===== config.mk =====
export PLATFORM = sky130hd
export DESIGN_NAME = alarm_zone_controller
export DESIGN_NICKNAME = d
export VERILOG_FILES = /design/src/azc_pkg.sv /design/src/alarm_zone_controller.sv
export SDC_FILE = /design/constraint.sdc
export NUM_CORES = 1
export LEC_CHECK = 0
export ABC_CLOCK_PERIOD_IN_PS = 7510
export BUFFER_PORTS_ARGS = -buffer_cell sky130_fd_sc_hd__buf_2
export CORE_ASPECT_RATIO = 0.75
export CORE_UTILIZATION = 55
export CTS_CLUSTER_SIZE = 28
export DETAILED_ROUTE_END_ITERATION = 6
export PLACE_DENSITY = 0.83
export SLEW_MARGIN = 5
export SYNTH_ARGS = -nofsm -noshare
export SYNTH_HDL_FRONTEND = slang
export SYNTH_SLANG_ARGS = --single-unit

===== constraint.sdc =====
create_clock -name clk -period 7.51 [get_ports clk]
set_input_delay 0.751 -clock clk [delete_from_list [all_inputs] [get_ports clk]]
set_output_delay 0.751 -clock clk [all_outputs]
set_load 0.005 [all_outputs]

===== src/azc_pkg.sv =====
package azc_pkg;

  // zone slots carried in the masks and result fields
  localparam int unsigned ZONE_SLOTS     = 6;
  localparam int unsigned NUM_ZONES_DEF  = 6;

  // entry delays: three 10-bit fields per 30-bit register
  localparam int unsigned DELAY_W        = 10;
  localparam int unsigned ZONES_PER_WORD = 3;
  localparam int unsigned DELAY_WORD_W   = DELAY_W * ZONES_PER_WORD;
  localparam int unsigned CNT_W          = DELAY_W + 1;

  localparam int unsigned MODE_W         = 3;
  localparam int unsigned STATE_W        = 2;
  localparam int unsigned STATES_W       = STATE_W * ZONE_SLOTS;

  // stream payload layout
  localparam int unsigned IN_TDATA_W     = 16;
  localparam int unsigned OUT_TDATA_W    = 32;
  localparam int unsigned IN_ZONES_LSB   = 0;
  localparam int unsigned IN_TAMPER_BIT  = ZONE_SLOTS;
  localparam int unsigned IN_MODE_LSB    = ZONE_SLOTS + 1;

  localparam int unsigned OUT_ALERT_LSB  = STATES_W;
  localparam int unsigned OUT_NEWLY_LSB  = STATES_W + ZONE_SLOTS;
  localparam int unsigned OUT_ALARM_BIT  = STATES_W + 2 * ZONE_SLOTS;
  localparam int unsigned OUT_TAMPER_BIT = OUT_ALARM_BIT + 1;
  localparam int unsigned OUT_RAISED_BIT = OUT_ALARM_BIT + 2;

  // configuration port
  localparam int unsigned CFG_IDX_W      = 3;
  localparam int unsigned CFG_DATA_W     = DELAY_WORD_W;

  typedef enum logic [CFG_IDX_W-1:0] {
    REG_ARMED    = 3'd0,
    REG_TRIGGER  = 3'd1,
    REG_NIGHT    = 3'd2,
    REG_DELAY_LO = 3'd3,
    REG_DELAY_HI = 3'd4
  } cfg_reg_t;

  localparam logic [ZONE_SLOTS-1:0]   ARMED_RST   = 6'd63;
  localparam logic [ZONE_SLOTS-1:0]   TRIGGER_RST = 6'd56;
  localparam logic [ZONE_SLOTS-1:0]   NIGHT_RST   = 6'd56;
  localparam logic [DELAY_WORD_W-1:0] DELAY_RST   = 30'd2099202;

  localparam logic [MODE_W-1:0] MODE_NIGHT = 3'd0;

  typedef enum logic [STATE_W-1:0] {
    ZS_NORMAL    = 2'd0,
    ZS_SENSED    = 2'd1,
    ZS_TRIGGERED = 2'd2,
    ZS_EXIT_WAIT = 2'd3
  } zone_state_t;

endpackage


===== src/alarm_zone_controller.sv =====
// A result item is registered and shown in the cycle after its input is taken.
// Throughput: one item per cycle while results are taken; all zone machines step
// in parallel, and a new item is let in while the previous result is taken.
// Reset (rst, synchronous): all zones normal, counters zero, alarm and tamper
// latches clear, registers at their defaults, no result pending.
module alarm_zone_controller #(
  parameter int unsigned NUM_ZONES = azc_pkg::NUM_ZONES_DEF
) (
  input  logic                                clk,
  input  logic                                rst,
  // configuration write channel
  input  logic                                cfg_valid,
  output logic                                cfg_ready,
  input  logic [azc_pkg::CFG_IDX_W-1:0]       cfg_index,
  input  logic [azc_pkg::CFG_DATA_W-1:0]      cfg_data,
  // input items
  input  logic                                s_tvalid,
  output logic                                s_tready,
  // from bit 0: zone_inputs[5:0], tamper, panel_mode[2:0], zero fill
  input  logic [azc_pkg::IN_TDATA_W-1:0]      s_tdata,
  // action
  input  logic                                s_tuser,
  // result items
  output logic                                m_tvalid,
  input  logic                                m_tready,
  // from bit 0: zone_states[11:0], alert_mask[5:0], newly_sensed_mask[5:0],
  // alarm_active, tamper_latched, alarm_raised, zero fill
  output logic [azc_pkg::OUT_TDATA_W-1:0]     m_tdata
);

  // configuration registers
  logic [azc_pkg::ZONE_SLOTS-1:0]   armed_mask;
  logic [azc_pkg::ZONE_SLOTS-1:0]   trigger_mask;
  logic [azc_pkg::ZONE_SLOTS-1:0]   night_mask;
  logic [azc_pkg::DELAY_WORD_W-1:0] delay_lo;
  logic [azc_pkg::DELAY_WORD_W-1:0] delay_hi;

  // zone and panel state
  azc_pkg::zone_state_t             zone_st [NUM_ZONES];
  azc_pkg::zone_state_t             zone_st_next [NUM_ZONES];
  logic [azc_pkg::CNT_W-1:0]        zone_cnt [NUM_ZONES];
  logic [azc_pkg::CNT_W-1:0]        zone_cnt_next [NUM_ZONES];
  logic [NUM_ZONES-1:0]             newly;
  logic [NUM_ZONES-1:0]             trig;
  logic                             tamper_flag;
  logic                             tamper_flag_next;
  logic                             alarm_flag;
  logic                             alarm_flag_next;
  logic                             tamper_hit;

  // input item fields
  logic                             in_accept;
  logic                             action;
  logic [azc_pkg::ZONE_SLOTS-1:0]   zone_in;
  logic                             tamper_in;
  logic [azc_pkg::MODE_W-1:0]       mode_in;
  logic                             mode_is_night;

  // result fields
  logic [azc_pkg::STATES_W-1:0]     states_out;
  logic [azc_pkg::ZONE_SLOTS-1:0]   alert_out;
  logic [azc_pkg::ZONE_SLOTS-1:0]   newly_out;
  logic [azc_pkg::OUT_TDATA_W-1:0]  result;

  assign cfg_ready  = 1'b1;
  assign s_tready   = !m_tvalid || m_tready;
  assign in_accept  = s_tvalid && s_tready;

  assign action        = s_tuser;
  assign zone_in       = s_tdata[azc_pkg::IN_ZONES_LSB +: azc_pkg::ZONE_SLOTS];
  assign tamper_in     = s_tdata[azc_pkg::IN_TAMPER_BIT];
  assign mode_in       = s_tdata[azc_pkg::IN_MODE_LSB +: azc_pkg::MODE_W];
  assign mode_is_night = (mode_in == azc_pkg::MODE_NIGHT);

  // write configuration registers
  always_ff @(posedge clk) begin
    if (rst) begin
      armed_mask   <= azc_pkg::ARMED_RST;
      trigger_mask <= azc_pkg::TRIGGER_RST;
      night_mask   <= azc_pkg::NIGHT_RST;
      delay_lo     <= azc_pkg::DELAY_RST;
      delay_hi     <= azc_pkg::DELAY_RST;
    end else if (cfg_valid && cfg_ready) begin
      unique case (cfg_index)
        azc_pkg::REG_ARMED:    armed_mask   <= cfg_data[azc_pkg::ZONE_SLOTS-1:0];
        azc_pkg::REG_TRIGGER:  trigger_mask <= cfg_data[azc_pkg::ZONE_SLOTS-1:0];
        azc_pkg::REG_NIGHT:    night_mask   <= cfg_data[azc_pkg::ZONE_SLOTS-1:0];
        azc_pkg::REG_DELAY_LO: delay_lo     <= cfg_data;
        azc_pkg::REG_DELAY_HI: delay_hi     <= cfg_data;
        default: ;
      endcase
    end
  end

  // one machine per zone
  for (genvar z = 0; z < NUM_ZONES; z++) begin : g_zone
    localparam int unsigned SH = (z % azc_pkg::ZONES_PER_WORD) * azc_pkg::DELAY_W;
    logic [azc_pkg::DELAY_W-1:0] dly;
    logic [azc_pkg::CNT_W-1:0]   cnt_inc;
    logic                        armed;
    logic                        night;

    assign dly     = (z < azc_pkg::ZONES_PER_WORD) ? delay_lo[SH +: azc_pkg::DELAY_W]
                                                    : delay_hi[SH +: azc_pkg::DELAY_W];
    assign cnt_inc = zone_cnt[z] + 1'b1;
    assign armed   = armed_mask[z];
    assign night   = night_mask[z];

    always_comb begin
      zone_st_next[z]  = zone_st[z];
      zone_cnt_next[z] = zone_cnt[z];
      newly[z]         = 1'b0;
      trig[z]          = 1'b0;
      if (action) begin
        // stop: clear counter, armed night zones go to exit wait in night mode
        zone_cnt_next[z] = '0;
        zone_st_next[z]  = (mode_is_night && armed && night) ? azc_pkg::ZS_EXIT_WAIT
                                                             : azc_pkg::ZS_NORMAL;
      end else begin
        unique case (zone_st[z])
          azc_pkg::ZS_NORMAL: begin
            if (armed && (!night || mode_is_night) &&
                (zone_in[z] == trigger_mask[z])) begin
              zone_st_next[z] = azc_pkg::ZS_SENSED;
              newly[z]        = 1'b1;
            end
          end
          azc_pkg::ZS_SENSED: begin
            zone_cnt_next[z] = cnt_inc;
            if (cnt_inc > {1'b0, dly}) begin
              zone_cnt_next[z] = '0;
              zone_st_next[z]  = azc_pkg::ZS_TRIGGERED;
              trig[z]          = 1'b1;
            end
          end
          azc_pkg::ZS_EXIT_WAIT: begin
            zone_cnt_next[z] = cnt_inc;
            if (cnt_inc > {1'b0, dly}) begin
              zone_cnt_next[z] = '0;
              zone_st_next[z]  = azc_pkg::ZS_NORMAL;
            end
          end
          azc_pkg::ZS_TRIGGERED: ;
          default: ;
        endcase
      end
    end

    // hold zone state between items
    always_ff @(posedge clk) begin
      if (rst) begin
        zone_st[z]  <= azc_pkg::ZS_NORMAL;
        zone_cnt[z] <= '0;
      end else if (in_accept) begin
        zone_st[z]  <= zone_st_next[z];
        zone_cnt[z] <= zone_cnt_next[z];
      end
    end
  end

  // tamper latch and alarm flag
  assign tamper_hit       = !action && tamper_in && !tamper_flag;
  assign tamper_flag_next = action ? 1'b0 : (tamper_flag || tamper_in);
  assign alarm_flag_next  = action ? 1'b0 : (alarm_flag || (|trig) || tamper_hit);

  always_ff @(posedge clk) begin
    if (rst) begin
      tamper_flag <= 1'b0;
      alarm_flag  <= 1'b0;
    end else if (in_accept) begin
      tamper_flag <= tamper_flag_next;
      alarm_flag  <= alarm_flag_next;
    end
  end

  // pack the result, unused zone slots read as normal
  always_comb begin
    states_out = '0;
    alert_out  = '0;
    newly_out  = '0;
    for (int i = 0; i < NUM_ZONES; i++) begin
      states_out[azc_pkg::STATE_W*i +: azc_pkg::STATE_W] = zone_st_next[i];
      alert_out[i] = (zone_st_next[i] == azc_pkg::ZS_SENSED) ||
                     (zone_st_next[i] == azc_pkg::ZS_TRIGGERED);
      newly_out[i] = newly[i];
    end
    result = '0;
    result[0 +: azc_pkg::STATES_W]                       = states_out;
    result[azc_pkg::OUT_ALERT_LSB +: azc_pkg::ZONE_SLOTS] = alert_out;
    result[azc_pkg::OUT_NEWLY_LSB +: azc_pkg::ZONE_SLOTS] = newly_out;
    result[azc_pkg::OUT_ALARM_BIT]                       = alarm_flag_next;
    result[azc_pkg::OUT_TAMPER_BIT]                      = tamper_flag_next;
    result[azc_pkg::OUT_RAISED_BIT]                      = (|trig) || tamper_hit;
  end

  // result register: load on accept, drop valid once taken
  always_ff @(posedge clk) begin
    if (rst) begin
      m_tvalid <= 1'b0;
    end else if (in_accept) begin
      m_tvalid <= 1'b1;
    end else if (m_tready) begin
      m_tvalid <= 1'b0;
    end
  end

  always_ff @(posedge clk) begin
    if (in_accept) begin
      m_tdata <= result;
    end
  end

endmodule


==> results of run 1 <==
area by class of cell:
class | count | area [µm²] | area share
Inverter | 69 | 259 | 0.0236
Clock buffer | 17 | 425 | 0.0387
Tap cell | 236 | 295 | 0.0269
Sequential cell | 186 | 4770 | 0.435
Antenna cell | 2 | 5.00 | 0.000456
Multi-Input combinational cell | 728 | 4630 | 0.422
Clock inverter | 15 | 180 | 0.0164
Timing Repair Buffer | 80 | 408 | 0.0371
kinds of logic after synthesis:
logic type | Yosys count | synth area share
other cells | 2 | 0.000767
mux | 7 | 0.00716
compound gates | 159 | 0.107
xor+xnor | 68 | 0.0608
fa+ha+maj | 66 | 0.0844
simple gates | 416 | 0.209
buf+inv | 106 | 0.0429
flops | 186 | 0.488
worst max-delay path: cells and delay by family (launching register included):
family                   cells  cell delay (ns)
flip-flops                   1             0.47
XOR/XNOR                     1             0.19
AO/OA/AOI/OAI                4             0.90
adder cells (fa/ha/maj)      2             0.51
AND/OR/NAND/NOR              6             1.29
how the worst min path moves through the flow:
stage                       from           end  cells past startpoint
floorplan           delay_hi[12]  delay_hi[12]                      2
finish               delay_hi[2]   delay_hi[2]                      2
global placement     delay_hi[2]   delay_hi[2]                      2
detailed placement   delay_hi[5]   delay_hi[5]                      2
CTS                  delay_hi[5]   delay_hi[5]                      2
global route         delay_lo[2]   delay_lo[2]                      2
flip-flops by register name (all words and copies together), names as in the netlist:
signal        count
alarm_flag        1
armed_mask        6
delay_hi         30
delay_lo         30
m_tdata          27
m_tvalid          1
night_mask        6
tamper_flag       1
trigger_mask      6
zone_cnt         66
zone_st          12
synth_stat cells (2+ instances only):
| library cell | n | share of area |
|---|---|---|
| sky130_fd_sc_hd__and2_1 | 2 | 0.0013 |
| sky130_fd_sc_hd__a31oi_1 | 3 | 0.0019 |
| sky130_fd_sc_hd__a21boi_1 | 2 | 0.0015 |
| sky130_fd_sc_hd__ha_1 | 66 | 0.084 |
| sky130_fd_sc_hd__o311ai_4 | 2 | 0.0054 |
| sky130_fd_sc_hd__and3_1 | 37 | 0.024 |
| sky130_fd_sc_hd__nand2_1 | 156 | 0.060 |
| sky130_fd_sc_hd__a21oi_1 | 75 | 0.038 |
| sky130_fd_sc_hd__nor4_1 | 2 | 0.0013 |
| sky130_fd_sc_hd__nand4_1 | 20 | 0.013 |
| sky130_fd_sc_hd__inv_1 | 68 | 0.026 |
| sky130_fd_sc_hd__xor2_1 | 28 | 0.025 |
| sky130_fd_sc_hd__a211o_1 | 13 | 0.012 |
| sky130_fd_sc_hd__nor3_1 | 15 | 0.0077 |
| sky130_fd_sc_hd__or3_1 | 5 | 0.0032 |
| sky130_fd_sc_hd__nand4b_1 | 3 | 0.0027 |
| sky130_fd_sc_hd__clkbuf_1 | 31 | 0.012 |
| sky130_fd_sc_hd__o21bai_1 | 10 | 0.0077 |
| sky130_fd_sc_hd__a211oi_2 | 3 | 0.0038 |
| sky130_fd_sc_hd__a21o_1 | 5 | 0.0038 |
| sky130_fd_sc_hd__o31ai_1 | 2 | 0.0015 |
| sky130_fd_sc_hd__nor2b_1 | 51 | 0.033 |
| sky130_fd_sc_hd__o211ai_1 | 2 | 0.0015 |
| sky130_fd_sc_hd__a211oi_1 | 9 | 0.0069 |
| sky130_fd_sc_hd__dfxtp_1 | 81 | 0.17 |
| sky130_fd_sc_hd__nand2b_1 | 4 | 0.0026 |
| sky130_fd_sc_hd__edfxtp_1 | 105 | 0.32 |
| sky130_fd_sc_hd__o21ai_0 | 17 | 0.0087 |
| sky130_fd_sc_hd__o21ai_1 | 6 | 0.0031 |
| sky130_fd_sc_hd__o311ai_1 | 2 | 0.0018 |
| sky130_fd_sc_hd__conb_1 | 2 | 0.00077 |
| sky130_fd_sc_hd__nor2_1 | 51 | 0.020 |
| sky130_fd_sc_hd__nand3b_1 | 12 | 0.0092 |
| sky130_fd_sc_hd__mux2i_1 | 7 | 0.0072 |
| sky130_fd_sc_hd__xnor2_1 | 40 | 0.036 |
| sky130_fd_sc_hd__buf_4 | 6 | 0.0046 |
| sky130_fd_sc_hd__nand3_1 | 54 | 0.028 |
power by group through the flow:
stage	sequential (mW)	combinational (mW)	clock, mW
finish	1.17	0.283	0.931
detailed placement	1.19	0.276	0
global route	1.18	0.315	0.973
floorplan	1.18	0.188	0
global placement	1.19	0.265	0
CTS	1.17	0.279	0.932
cell usage in the layout, fill, tap and decap left out, drive strengths merged, types with 28 or more instances in the layout:
cell type    n
dfxtp       81
buf         80
nand2      156
xor2        28
inv         70
xnor2       40
ha          66
edfxtp     105
nor2b       51
a21oi       75
and3        37
nand3       54
nor2        51
layer usage:
layer | vias to the layer above | part of all wire
met5 | - | 0
met4 | 0 | 0.025
met3 | 42 | 0.070
met2 | 287 | 0.44
met1 | 3557 | 0.47
li1 | 3666 | -
per-stage QoR:
step	setup WS (ns)	area, µm²	cells	hold slack (ns)
after floorplan	4.40	9830	1020	0.436
after global placement	3.93	10400	1299	0.442
after detailed placement	3.87	10400	1299	0.447
after CTS	3.83	11000	1331	0.456
after global routing	3.48	11000	1333	0.467
final	3.86	11000	1333	0.456
==> impl_metrics.prom, run 1 <==
# TYPE chip_impl_metric gauge
chip_impl_metric{name="ys_async_sr_fraction",unit=""} 0
chip_impl_metric{name="fillCellCount",unit=""} 1338
chip_impl_metric{name="detailedRoute.firstIterationViolations",unit=""} 669
chip_impl_metric{name="maximum_number_of_pins_on_one_net_before_global_route_repair",unit=""} 90
chip_impl_metric{name="cts_sinks",unit=""} 186
chip_impl_metric{name="reg2reg_slack",unit="ns"} 3.86
chip_impl_metric{name="critical-path-max-stage-delay",unit="ns"} 0.47
chip_impl_metric{name="pin_count",unit=""} 90
chip_impl_metric{name="numCtsBuffers",unit=""} 17
chip_impl_metric{name="chipHeight",unit="µm"} 118
chip_impl_metric{name="cp_data_required_time",unit="ns"} 7.67
chip_impl_info{name="globalRoute.busiestLayer",value="met2"} 1
chip_impl_metric{name="hold_viol_final",unit=""} 0
chip_impl_metric{name="die_w",unit="µm"} 156
chip_impl_metric{name="yosys_warnings",unit=""} 0
chip_impl_info{name="cts_tree",value="yes"} 1
chip_impl_metric{name="number_of_hold_buffers_added_after_cts",unit=""} 0
chip_impl_metric{name="power_report.internal_total",unit="mW"} 1.79
chip_impl_info{name="crit_end",value="m_tdata[24]"} 1
chip_impl_metric{name="die_area",unit="mm²"} 0.0183
chip_impl_metric{name="seq_power_share",unit=""} 0.491
chip_impl_metric{name="number_of_buffer_cells_added_on_primary_ports",unit=""} 77
chip_impl_metric{name="maxCapViolations",unit=""} 0
chip_impl_metric{name="p_per_area",unit="mW/mm²"} 217
chip_impl_metric{name="cts.repair_timing.setup_buffer_count",unit=""} 0
chip_impl_metric{name="synth.ff_latch_count",unit=""} 186
chip_impl_metric{name="worst_r2r_path_depth",unit=""} 13
chip_impl_info{name="grt_setup_unrepaired",value="no"} 1
chip_impl_info{name="reg2reg_from",value="zone_cnt[0][0]"} 1
chip_impl_metric{name="grt_util_met1",unit=""} 0.359
chip_impl_metric{name="final_util",unit=""} 0.641
chip_impl_metric{name="clk-insertion-delay-late",unit="ns"} 0.44
chip_impl_metric{name="mean_syn_cell_area",unit="µm²"} 9.69
chip_impl_metric{name="cts-htree-levels",unit=""} 4
chip_impl_metric{name="period_needed",unit="ns"} 3.65
chip_impl_metric{name="timing.final.max_slew_violations",unit=""} 0
chip_impl_info{name="critPathKind",value="flip-flop to flip-flop"} 1
chip_impl_metric{name="grt_first_pass_wirelength",unit="µm"} 36400
chip_impl_metric{name="track_usage",unit=""} 0.256
chip_impl_metric{name="ys_types",unit=""} 50
chip_impl_metric{name="cts.clk_slew.worst_paths",unit="ns"} 0.07
chip_impl_metric{name="final_ant_viol_nets",unit=""} 0
chip_impl_metric{name="overflow",unit=""} 0
chip_impl_metric{name="crit_fanout",unit=""} 10
chip_impl_metric{name="clock_skew",unit="ns"} 0.0128
chip_impl_info{name="worst_setup_path_start_kind",value="flip-flop"} 1
chip_impl_metric{name="achievable-frequency",unit="MHz"} 274
chip_impl_metric{name="timing.max_slew.rel_slack",unit=""} 0.141
chip_impl_metric{name="cellLeakagePower",unit="nW"} 4.32
chip_impl_metric{name="detailroute.via_count",unit=""} 7552
chip_impl_metric{name="report.final.setup_viol",unit=""} 0
chip_impl_info{name="run_status",value="finished, final reports clean"} 1
chip_impl_metric{name="power_frac_comb",unit=""} 0.119
chip_impl_metric{name="groute.layer.met3.usage",unit=""} 0.0534
chip_impl_metric{name="synth_cells",unit=""} 1010
chip_impl_metric{name="critical_path_arrival",unit="ns"} 3.81
chip_impl_info{name="cell_breakdown_of_the_critical_path",value="ha_1, nand3_1, nor2_1, and3_1, xor2_1, ha_1, a21o_1, a21o_1, nor4_1, o31a_1, nor3b_2, nor4_4, a21oi_1"} 1
chip_impl_metric{name="vias_per_cell",unit=""} 5.67
chip_impl_metric{name="switching_power",unit="mW"} 0.590
chip_impl_metric{name="postCtsResizedCells",unit=""} 0
chip_impl_metric{name="power.ir.vdd_worst",unit="mV"} 0.162
chip_impl_metric{name="seq_total_area_yosys",unit=""} 0.488
chip_impl_info{name="crit_slowest_cell",value="sky130_fd_sc_hd__edfxtp_1"} 1
chip_impl_metric{name="route.detailed.wl_per_inst",unit="µm"} 16.7
chip_impl_metric{name="power.clock.fraction",unit=""} 0.391
chip_impl_metric{name="syn_area",unit="mm²"} 0.00979
chip_impl_metric{name="initial_antenna_violation_count",unit=""} 2
chip_impl_metric{name="hpwlAfterDp",unit="µm"} 16000
chip_impl_metric{name="floorplan.initialDensity",unit=""} 0.571
chip_impl_info{name="crit-reg2reg-capture",value="m_tdata[24]"} 1
chip_impl_metric{name="cts-root-to-sink-buffers",unit=""} 2
chip_impl_metric{name="finalPower",unit="mW"} 2.38
chip_impl_metric{name="number_of_enable_type_register_cells_in_the_synthesized_netlist",unit=""} 105
chip_impl_metric{name="post-route-period-util",unit=""} 0.486
chip_impl_info{name="ys_dominant_reg_cell",value="sky130_fd_sc_hd__edfxtp_1"} 1
chip_impl_info{name="worst_setup_path_end_kind",value="flip-flop"} 1
chip_impl_metric{name="setup_total_negative_slack",unit="ns"} 0
chip_impl_info{name="clock-root-buffer",value="sky130_fd_sc_hd__clkbuf_16"} 1
chip_impl_metric{name="layout-drive-gt1-share",unit=""} 0.111
chip_impl_info{name="hp-class",value="flip-flop to flip-flop"} 1
chip_impl_metric{name="row_count",unit=""} 41
chip_impl_metric{name="areaGrowthSynthToFinish",unit="%"} 12.2
chip_impl_metric{name="grt_pass1_vias",unit=""} 7170
chip_impl_metric{name="count_of_unresolved_drc_violations_after_routing",unit=""} 0
chip_impl_metric{name="switching_share",unit=""} 0.248
chip_impl_metric{name="global_route.usage.met2",unit=""} 0.393
chip_impl_metric{name="core_area",unit="mm²"} 0.0171
chip_impl_info{name="cp-startpoint",value="zone_cnt[0][0]"} 1
chip_impl_metric{name="gp_routability_congestion",unit=""} 0.902
chip_impl_metric{name="slew_worst_pin",unit="ns"} 1.28
chip_impl_metric{name="routed_wirelength",unit="µm"} 22200
chip_impl_metric{name="layout.nets",unit=""} 1203
chip_impl_metric{name="first_pass_iters",unit=""} 5
Note: power is estimated with default switching activity, not from simulation.
==> inputs of run 2 (changes only) <==
Settings changed: ABC_CLOCK_PERIOD_IN_PS 7510 to 3300, CORE_UTILIZATION 55 to 54, PLACE_DENSITY 0.83 to 0.84.
Clock period 7.51 ns to 3.3 ns, I/O delays scaled along.
==> impl_metrics.prom, run 2 (synthesis gave the netlist of run 1 again) <==
# TYPE chip_impl_metric gauge
chip_impl_metric{name="detailedRoute.firstIterationViolations",unit=""} 606
chip_impl_metric{name="die_area",unit="mm²"} 0.0187
chip_impl_metric{name="cellLeakagePower",unit="nW"} 4.56
chip_impl_metric{name="min_path_cells",unit=""} 3
chip_impl_metric{name="finalNonFillerCells",unit=""} 1375
chip_impl_metric{name="grt_pass1_vias",unit=""} 7396
chip_impl_metric{name="final_ant_viol_nets",unit=""} 0
chip_impl_metric{name="fillCellCount",unit=""} 1361
chip_impl_metric{name="core_area",unit="mm²"} 0.0177
chip_impl_metric{name="crit_fanout",unit=""} 3
chip_impl_info{name="largest-register",value="zone_cnt"} 1
chip_impl_metric{name="cts-htree-levels",unit=""} 4
chip_impl_metric{name="gp_routability_congestion",unit=""} 0.877
chip_impl_metric{name="timing.max_slew.rel_slack",unit=""} 0.353
chip_impl_metric{name="count_of_unresolved_drc_violations_after_routing",unit=""} 0
chip_impl_metric{name="pre_cts_ws",unit="ns"} 0.0364
chip_impl_metric{name="finalPower",unit="mW"} 5.45
chip_impl_metric{name="number_of_buffer_cells_added_on_primary_ports",unit=""} 77
chip_impl_metric{name="switching_power",unit="mW"} 1.42
chip_impl_metric{name="cts-root-to-sink-buffers",unit=""} 2
chip_impl_info{name="critical-path-top-cell-by-count",value="sky130_fd_sc_hd__nand2_2"} 1
chip_impl_metric{name="grt_first_pass_wirelength",unit="µm"} 35700
chip_impl_metric{name="routed_wirelength",unit="µm"} 22500
chip_impl_info{name="hp-class",value="primary input to flip-flop"} 1
chip_impl_metric{name="antenna-diode-count",unit=""} 0
chip_impl_metric{name="row_count",unit=""} 42
chip_impl_metric{name="switching_share",unit=""} 0.260
chip_impl_metric{name="maxCapViolations",unit=""} 0
chip_impl_info{name="crit_slowest_cell",value="sky130_fd_sc_hd__a2111o_1"} 1
chip_impl_metric{name="clk-insertion-delay-late",unit="ns"} 0.43
chip_impl_metric{name="power.clock.fraction",unit=""} 0.382
chip_impl_metric{name="areaGrowthSynthToFinish",unit="%"} 16.8
chip_impl_metric{name="layout.nets",unit=""} 1241
chip_impl_metric{name="dpl.cell_count",unit=""} 1336
chip_impl_metric{name="numCtsBuffers",unit=""} 17
chip_impl_info{name="cts_tree",value="yes"} 1
chip_impl_metric{name="route.detailed.wl_per_inst",unit="µm"} 16.4
chip_impl_metric{name="critical-path-max-stage-delay",unit="ns"} 0.44
chip_impl_metric{name="seq_power_share",unit=""} 0.488
chip_impl_metric{name="power_frac_comb",unit=""} 0.130
chip_impl_info{name="run_status",value="complete, but fails checks"} 1
chip_impl_metric{name="period_needed",unit="ns"} 3.35
chip_impl_info{name="violated_checks",value="setup timing"} 1
chip_impl_info{name="cell_breakdown_of_the_critical_path",value="ha_2, nand2_2, nor2_1, and3_1, xor2_2, ha_1, nand2_2, or3_4, o311ai_4, a21boi_2, a2111o_1, nor4_4, a21oi_1"} 1
chip_impl_metric{name="first_pass_iters",unit=""} 5
chip_impl_info{name="worst_setup_path_start_kind",value="flip-flop"} 1
chip_impl_metric{name="cts.clk_slew.worst_paths",unit="ns"} 0.07
chip_impl_metric{name="clock_skew",unit="ns"} 0.0129
chip_impl_info{name="critPathKind",value="flip-flop to flip-flop"} 1
chip_impl_metric{name="overflow",unit=""} 0
chip_impl_metric{name="critical_path_arrival",unit="ns"} 3.51
chip_impl_metric{name="pin_count",unit=""} 90
chip_impl_metric{name="number_of_hold_buffers_added_after_cts",unit=""} 0
chip_impl_metric{name="track_usage",unit=""} 0.247
chip_impl_info{name="clock-root-buffer",value="sky130_fd_sc_hd__clkbuf_16"} 1
chip_impl_metric{name="slew_worst_pin",unit="ns"} 0.969
chip_impl_metric{name="maximum_number_of_pins_on_one_net_before_global_route_repair",unit=""} 43
chip_impl_metric{name="final_util",unit=""} 0.645
chip_impl_metric{name="cp_data_required_time",unit="ns"} 3.47
chip_impl_metric{name="hpwlAfterDp",unit="µm"} 16400
chip_impl_info{name="worst_setup_path_end_kind",value="flip-flop"} 1
chip_impl_metric{name="power.ir.vdd_worst",unit="mV"} 0.335
chip_impl_info{name="most-common-layout-cells",value="sky130_fd_sc_hd__nand2_1, sky130_fd_sc_hd__edfxtp_1, sky130_fd_sc_hd__dfxtp_1"} 1
chip_impl_info{name="reg.largest.list",value="zone_cnt x66, delay_hi x30, delay_lo x30"} 1
chip_impl_info{name="grt_setup_unrepaired",value="yes"} 1
chip_impl_metric{name="initial_antenna_violation_count",unit=""} 0
chip_impl_metric{name="report.final.setup_viol",unit=""} 3
chip_impl_info{name="mostFrequentLayoutCell",value="sky130_fd_sc_hd__nand2_1"} 1
chip_impl_metric{name="layout-drive-gt1-share",unit=""} 0.172
chip_impl_metric{name="chipHeight",unit="µm"} 119
chip_impl_metric{name="timing.final.max_slew_violations",unit=""} 0
chip_impl_metric{name="achievable-frequency",unit="MHz"} 299
chip_impl_metric{name="p_per_area",unit="mW/mm²"} 477
chip_impl_metric{name="floorplan.initialDensity",unit=""} 0.553
chip_impl_metric{name="cts_sinks",unit=""} 186
chip_impl_metric{name="power_report.internal_total",unit="mW"} 4.03
chip_impl_metric{name="vias_per_cell",unit=""} 5.60
chip_impl_metric{name="final.setup.worst_slack",unit="ns"} -0.0482
chip_impl_metric{name="worst_r2r_path_depth",unit=""} 13
chip_impl_metric{name="largest_register_ff_count",unit=""} 66
chip_impl_metric{name="post-route-period-util",unit=""} 1.01
chip_impl_metric{name="die_w",unit="µm"} 157
chip_impl_metric{name="detailroute.via_count",unit=""} 7704
chip_impl_metric{name="hold_viol_final",unit=""} 0
[run 2: cell types whose count changed in the layout (fill, tap and decap cells not counted), moves of 4 or more]
cell / previous run / this run
sky130_fd_sc_hd__buf_4: 3 / 41
sky130_fd_sc_hd__clkinv_1: 6 / 1
sky130_fd_sc_hd__nor2_1: 50 / 45
sky130_fd_sc_hd__nor2_2: 1 / 5
sky130_fd_sc_hd__xnor2_1: 40 / 34
sky130_fd_sc_hd__nand3_1: 54 / 50
sky130_fd_sc_hd__xnor2_2: 0 / 6
sky130_fd_sc_hd__ha_1: 66 / 62
sky130_fd_sc_hd__nand3_2: 0 / 4
[run 2: path summary, 6_finish.rpt]
check	to	startpoint	slack, ns
max	m_tdata[24]	zone_cnt[1][1]	-0.05
min	delay_hi[21]	cfg_data[21]	0.12
min reg2reg	delay_hi[5]	delay_hi[5]	0.46
max reg2reg	m_tdata[24]	zone_cnt[1][1]	-0.05
[run 2: final cells by class]
class,count,area [µm²],share of cell area
inverter,69,259,0.0227
clock inverter,13,156,0.0137
timing repair buffer,118,693,0.0607
multi-input combinational,728,4800,0.420
clock buffer,19,443,0.0388
tap,242,303,0.0265
sequential,186,4770,0.418
[run 2: stage by stage]
step | hold WS, ns | area [µm²] | TNS [ns]
floorplan | 0.436 | 9830 | 0
global placement | 0.443 | 10600 | 0
finish | 0.123 | 11400 | -0.103
CTS | 0.110 | 11200 | 0
detailed placement | 0.448 | 10600 | 0
global route | 0.136 | 11400 | -0.454
[run 2: what timing repair did]
item,CTS,global route
endpoints found under the setup margin,1,6
pin swaps,0,21
resized for setup,2,34
buffers inserted,0,7
[run 2: power groups by stage]
stage,sequential (mW),combinational (mW),clock (mW)
after global placement,2.69,0.638,0
after CTS,2.65,0.671,2.10
after global routing,2.67,0.776,2.19
final,2.66,0.706,2.08
after floorplan,2.69,0.429,0
after detailed placement,2.70,0.663,0
[run 2: layer usage]
layer	GRT usage	routed length (µm)	vias up
met4	0.0868	438	0
met5	0	0	-
li1	-	-	3739
met3	0.0495	1580	32
met2	0.386	10300	298
met1	0.339	10100	3635
[run 2: worst max-delay path, delay by kind of cell (launching register included)]
family          cells  cell delay (ns)
simple gates        6             1.18
compound gates      4             0.76
fa+ha+maj           2             0.57
flops               1             0.42
xor+xnor            1             0.15
==> inputs of run 3 (changes only) <==
Settings changed: ABC_AREA from default to 1.
==> impl_metrics.prom, run 3 <==
# TYPE chip_impl_metric gauge
chip_impl_metric{name="final_ant_viol_nets",unit=""} 0
chip_impl_metric{name="cp.buffers_inverters",unit=""} 2
chip_impl_metric{name="core_area",unit="mm²"} 0.0178
chip_impl_metric{name="power.ir.vdd_worst",unit="mV"} 0.303
chip_impl_metric{name="hold_viol_final",unit=""} 0
chip_impl_info{name="crit_slowest_cell",value="sky130_fd_sc_hd__edfxtp_1"} 1
chip_impl_info{name="synthMostInstantiatedCell",value="sky130_fd_sc_hd__inv_1"} 1
chip_impl_metric{name="maxCapViolations",unit=""} 0
chip_impl_metric{name="areaGrowthSynthToFinish",unit="%"} 12.8
chip_impl_metric{name="reg2reg_slack",unit="ns"} 0.20
chip_impl_metric{name="numCtsBuffers",unit=""} 17
chip_impl_metric{name="wl_met1",unit="µm"} 9560
chip_impl_info{name="worst_setup_path_start_kind",value="flip-flop"} 1
chip_impl_metric{name="pin_count",unit=""} 90
chip_impl_metric{name="critical_path_arrival",unit="ns"} 3.29
chip_impl_metric{name="slew_worst_pin",unit="ns"} 1.14
chip_impl_metric{name="hpwlAfterDp",unit="µm"} 16100
chip_impl_info{name="route.top_layer_used",value="met4"} 1
chip_impl_metric{name="min_path_cells",unit=""} 3
chip_impl_info{name="cell_types_with_the_highest_counts_after_synthesis",value="sky130_fd_sc_hd__inv_1, sky130_fd_sc_hd__nand2_1, sky130_fd_sc_hd__nor2_1"} 1
chip_impl_metric{name="switching_power",unit="mW"} 1.41
chip_impl_metric{name="die_w",unit="µm"} 159
chip_impl_metric{name="mean_syn_cell_area",unit="µm²"} 8.51
chip_impl_info{name="critical-path-top-cell-by-count",value="sky130_fd_sc_hd__nand2_1"} 1
chip_impl_metric{name="layout-drive-gt1-share",unit=""} 0.141
chip_impl_metric{name="gp_routability_congestion",unit=""} 0.870
chip_impl_metric{name="timing.final.max_slew_violations",unit=""} 0
chip_impl_metric{name="ys_types",unit=""} 38
chip_impl_metric{name="syn_area",unit="mm²"} 0.00993
chip_impl_info{name="worst_setup_path_end_kind",value="flip-flop"} 1
chip_impl_metric{name="power.clock.fraction",unit=""} 0.370
chip_impl_metric{name="number_of_hold_buffers_added_after_cts",unit=""} 0
chip_impl_info{name="clock-root-buffer",value="sky130_fd_sc_hd__clkbuf_16"} 1
chip_impl_metric{name="synth_cells",unit=""} 1167
chip_impl_info{name="synth.area.top_cells",value="sky130_fd_sc_hd__edfxtp_1, sky130_fd_sc_hd__dfxtp_1, sky130_fd_sc_hd__ha_1, sky130_fd_sc_hd__inv_1, sky130_fd_sc_hd__nand2_1"} 1
chip_impl_metric{name="cts_sinks",unit=""} 186
chip_impl_info{name="largest-register",value="zone_cnt"} 1
chip_impl_metric{name="number_of_enable_type_register_cells_in_the_synthesized_netlist",unit=""} 105
chip_impl_metric{name="floorplan.initialDensity",unit=""} 0.557
chip_impl_metric{name="fillCellCount",unit=""} 1361
chip_impl_metric{name="post-synth-top-area-fraction",unit=""} 0.318
chip_impl_metric{name="crit_fanout",unit=""} 4
chip_impl_metric{name="cts-htree-levels",unit=""} 4
chip_impl_metric{name="first_pass_iters",unit=""} 7
chip_impl_metric{name="setup_total_negative_slack",unit="ns"} 0
chip_impl_info{name="critPathKind",value="flip-flop to flip-flop"} 1
chip_impl_metric{name="power_frac_comb",unit=""} 0.133
chip_impl_metric{name="met2WireLength",unit="µm"} 10500
chip_impl_metric{name="clk-insertion-delay-late",unit="ns"} 0.44
chip_impl_metric{name="switching_share",unit=""} 0.263
chip_impl_metric{name="wl_met3",unit="µm"} 1320
chip_impl_metric{name="maximum_number_of_pins_on_one_net_before_global_route_repair",unit=""} 82
chip_impl_metric{name="route.detailed.wl_per_inst",unit="µm"} 14.6
chip_impl_metric{name="largest_register_ff_count",unit=""} 66
chip_impl_metric{name="row_count",unit=""} 42
chip_impl_info{name="hp-class",value="primary input to flip-flop"} 1
chip_impl_metric{name="layout.nets",unit=""} 1376
chip_impl_metric{name="routed_wirelength",unit="µm"} 22100
chip_impl_metric{name="post-route-period-util",unit=""} 0.938
chip_impl_info{name="mostFrequentLayoutCell",value="sky130_fd_sc_hd__inv_1"} 1
chip_impl_metric{name="cts-root-to-sink-buffers",unit=""} 2
chip_impl_metric{name="timing.max_slew.rel_slack",unit=""} 0.241
chip_impl_metric{name="period_needed",unit="ns"} 3.10
chip_impl_info{name="synth_top_cell_by_area",value="sky130_fd_sc_hd__edfxtp_1"} 1
chip_impl_metric{name="worst_r2r_path_depth",unit=""} 19
chip_impl_info{name="run_status",value="finished, final reports clean"} 1
chip_impl_metric{name="synth.ff_latch_count",unit=""} 186
chip_impl_info{name="reg.largest.list",value="zone_cnt x66, delay_hi x30, delay_lo x30"} 1
chip_impl_metric{name="track_usage",unit=""} 0.248
chip_impl_metric{name="cp_data_required_time",unit="ns"} 3.50
chip_impl_metric{name="hold_slack",unit="ns"} 0.148
chip_impl_metric{name="p_per_area",unit="mW/mm²"} 477
chip_impl_metric{name="die_area",unit="mm²"} 0.0189
chip_impl_metric{name="ys_async_sr_fraction",unit=""} 0
chip_impl_info{name="most-common-layout-cells",value="sky130_fd_sc_hd__inv_1, sky130_fd_sc_hd__nand2_1, sky130_fd_sc_hd__nor2_1"} 1
chip_impl_metric{name="cts.clk_slew.worst_paths",unit="ns"} 0.07
chip_impl_metric{name="detailedRoute.firstIterationViolations",unit=""} 599
chip_impl_metric{name="overflow",unit=""} 0
chip_impl_metric{name="grt_pass1_vias",unit=""} 7777
chip_impl_metric{name="cellLeakagePower",unit="nW"} 5.06
chip_impl_metric{name="chipHeight",unit="µm"} 119
chip_impl_metric{name="grt_first_pass_wirelength",unit="µm"} 36100
chip_impl_info{name="cts_tree",value="yes"} 1
chip_impl_metric{name="power_report.internal_total",unit="mW"} 3.94
chip_impl_metric{name="crit_path_depth",unit=""} 19
chip_impl_info{name="ys_dominant_reg_cell",value="sky130_fd_sc_hd__edfxtp_1"} 1
chip_impl_metric{name="seq_total_area_yosys",unit=""} 0.481
chip_impl_metric{name="achievable-frequency",unit="MHz"} 323
chip_impl_info{name="cell_breakdown_of_the_critical_path",value="nand3_1, nor2_1, nand2_1, nor4_2, xor2_1, inv_1, ha_1, nand3_1, nand3b_1, nor2_1, nand2_1, nand2_1, nand2_1, nand2_1, nand2_1, nor2_4, nand3_2, nand2_1, inv_1"} 1
chip_impl_metric{name="seq_power_share",unit=""} 0.498
chip_impl_metric{name="clock_skew",unit="ns"} 0.00684
chip_impl_metric{name="yosys_warnings",unit=""} 0
chip_impl_info{name="cpLargestDelayFamily",value="simple AND/OR/NAND/NOR gates"} 1
chip_impl_metric{name="critical-path-max-stage-delay",unit="ns"} 0.40
chip_impl_metric{name="report.final.setup_viol",unit=""} 0
chip_impl_metric{name="number_of_buffer_cells_added_on_primary_ports",unit=""} 77
chip_impl_metric{name="detailroute.via_count",unit=""} 8050
chip_impl_metric{name="vias_per_cell",unit=""} 5.31
chip_impl_metric{name="count_of_unresolved_drc_violations_after_routing",unit=""} 0
chip_impl_metric{name="initial_antenna_violation_count",unit=""} 5
## run 3: cell families (layout without fill, tap and decap cells)
kind of cell,Yosys count,count (layout),synth area share
flip-flops,186,186,0.481
AND/OR/NAND/NOR,458,458,0.206
AO/OA/AOI/OAI,184,184,0.103
buffers and inverters,231,322,0.0901
XOR/XNOR,40,40,0.0360
other,2,17,0.000757
adder cells (fa/ha/maj),66,66,0.0832
## run 3: layout make-up
cell class	count	area, µm²	area share
Antenna cell	5	12.5	0.00112
Clock buffer	18	429	0.0383
Clock inverter	14	131	0.0117
Inverter	201	754	0.0674
Multi-Input combinational cell	760	4320	0.386
Sequential cell	186	4770	0.426
Tap cell	242	303	0.0270
Timing Repair Buffer	89	475	0.0425
## run 3: power by group through the flow
stage	Combinational [mW]	Sequential, mW	Clock, mW
4_1_cts	0.700	2.66	1.97
6_report	0.709	2.66	1.98
3_5_place_dp	0.688	2.71	0
3_3_place_gp	0.655	2.70	0
5_1_grt	0.802	2.67	2.08
2_1_floorplan	0.470	2.70	0
## run 3: worst paths after layout
check / from / endpoint
worst max-delay path: zone_cnt[5][0] / m_tdata[24]
worst min register to register: delay_hi[6] / delay_hi[6]
worst max register to register: zone_cnt[5][0] / m_tdata[24]
worst min-delay path: cfg_data[11] / delay_lo[11]
## run 3: timing repair
item,in CTS,in global routing
setup endpoints to repair,0,2
resized for setup,0,3
buffers inserted,0,2
hold endpoints to repair,0,0
## run 3: metal layers
metal  vias to the layer above  global-route usage
met5                         -                   0
met4                         0               0.126
met3                        60              0.0549
met2                       276               0.393
met1                      3745               0.318
li1                       3969                   -
## run 3: worst reg2reg max path, stage by stage (launching register included)
cell	delay, ns
sky130_fd_sc_hd__edfxtp_1	0.40
sky130_fd_sc_hd__nand3_1	0.14
sky130_fd_sc_hd__nor2_1	0.19
sky130_fd_sc_hd__nand2_1	0.12
sky130_fd_sc_hd__nor4_2	0.19
sky130_fd_sc_hd__xor2_1	0.26
sky130_fd_sc_hd__inv_1	0.07
sky130_fd_sc_hd__ha_1	0.31
sky130_fd_sc_hd__nand3_1	0.10
sky130_fd_sc_hd__nand3b_1	0.08
sky130_fd_sc_hd__nor2_1	0.12
sky130_fd_sc_hd__nand2_1	0.07
sky130_fd_sc_hd__nand2_1	0.14
sky130_fd_sc_hd__nand2_1	0.10
sky130_fd_sc_hd__nand2_1	0.10
sky130_fd_sc_hd__nand2_1	0.13
sky130_fd_sc_hd__nor2_4	0.15
sky130_fd_sc_hd__nand3_2	0.08
sky130_fd_sc_hd__nand2_1	0.06
sky130_fd_sc_hd__inv_1	0.05
## run 3: through the flow
stage,cells,area (µm²),util,worst slack (ns),power (mW)
floorplan,1177,9960,-,0.716,3.17
global placement,1476,10600,0.594,0.380,3.35
detailed placement,1476,10600,0.594,0.252,3.40
CTS,1508,11100,0.626,0.222,5.33
global route,1515,11200,0.629,-0.0425,5.55
finish,1515,11200,0.629,0.204,5.35
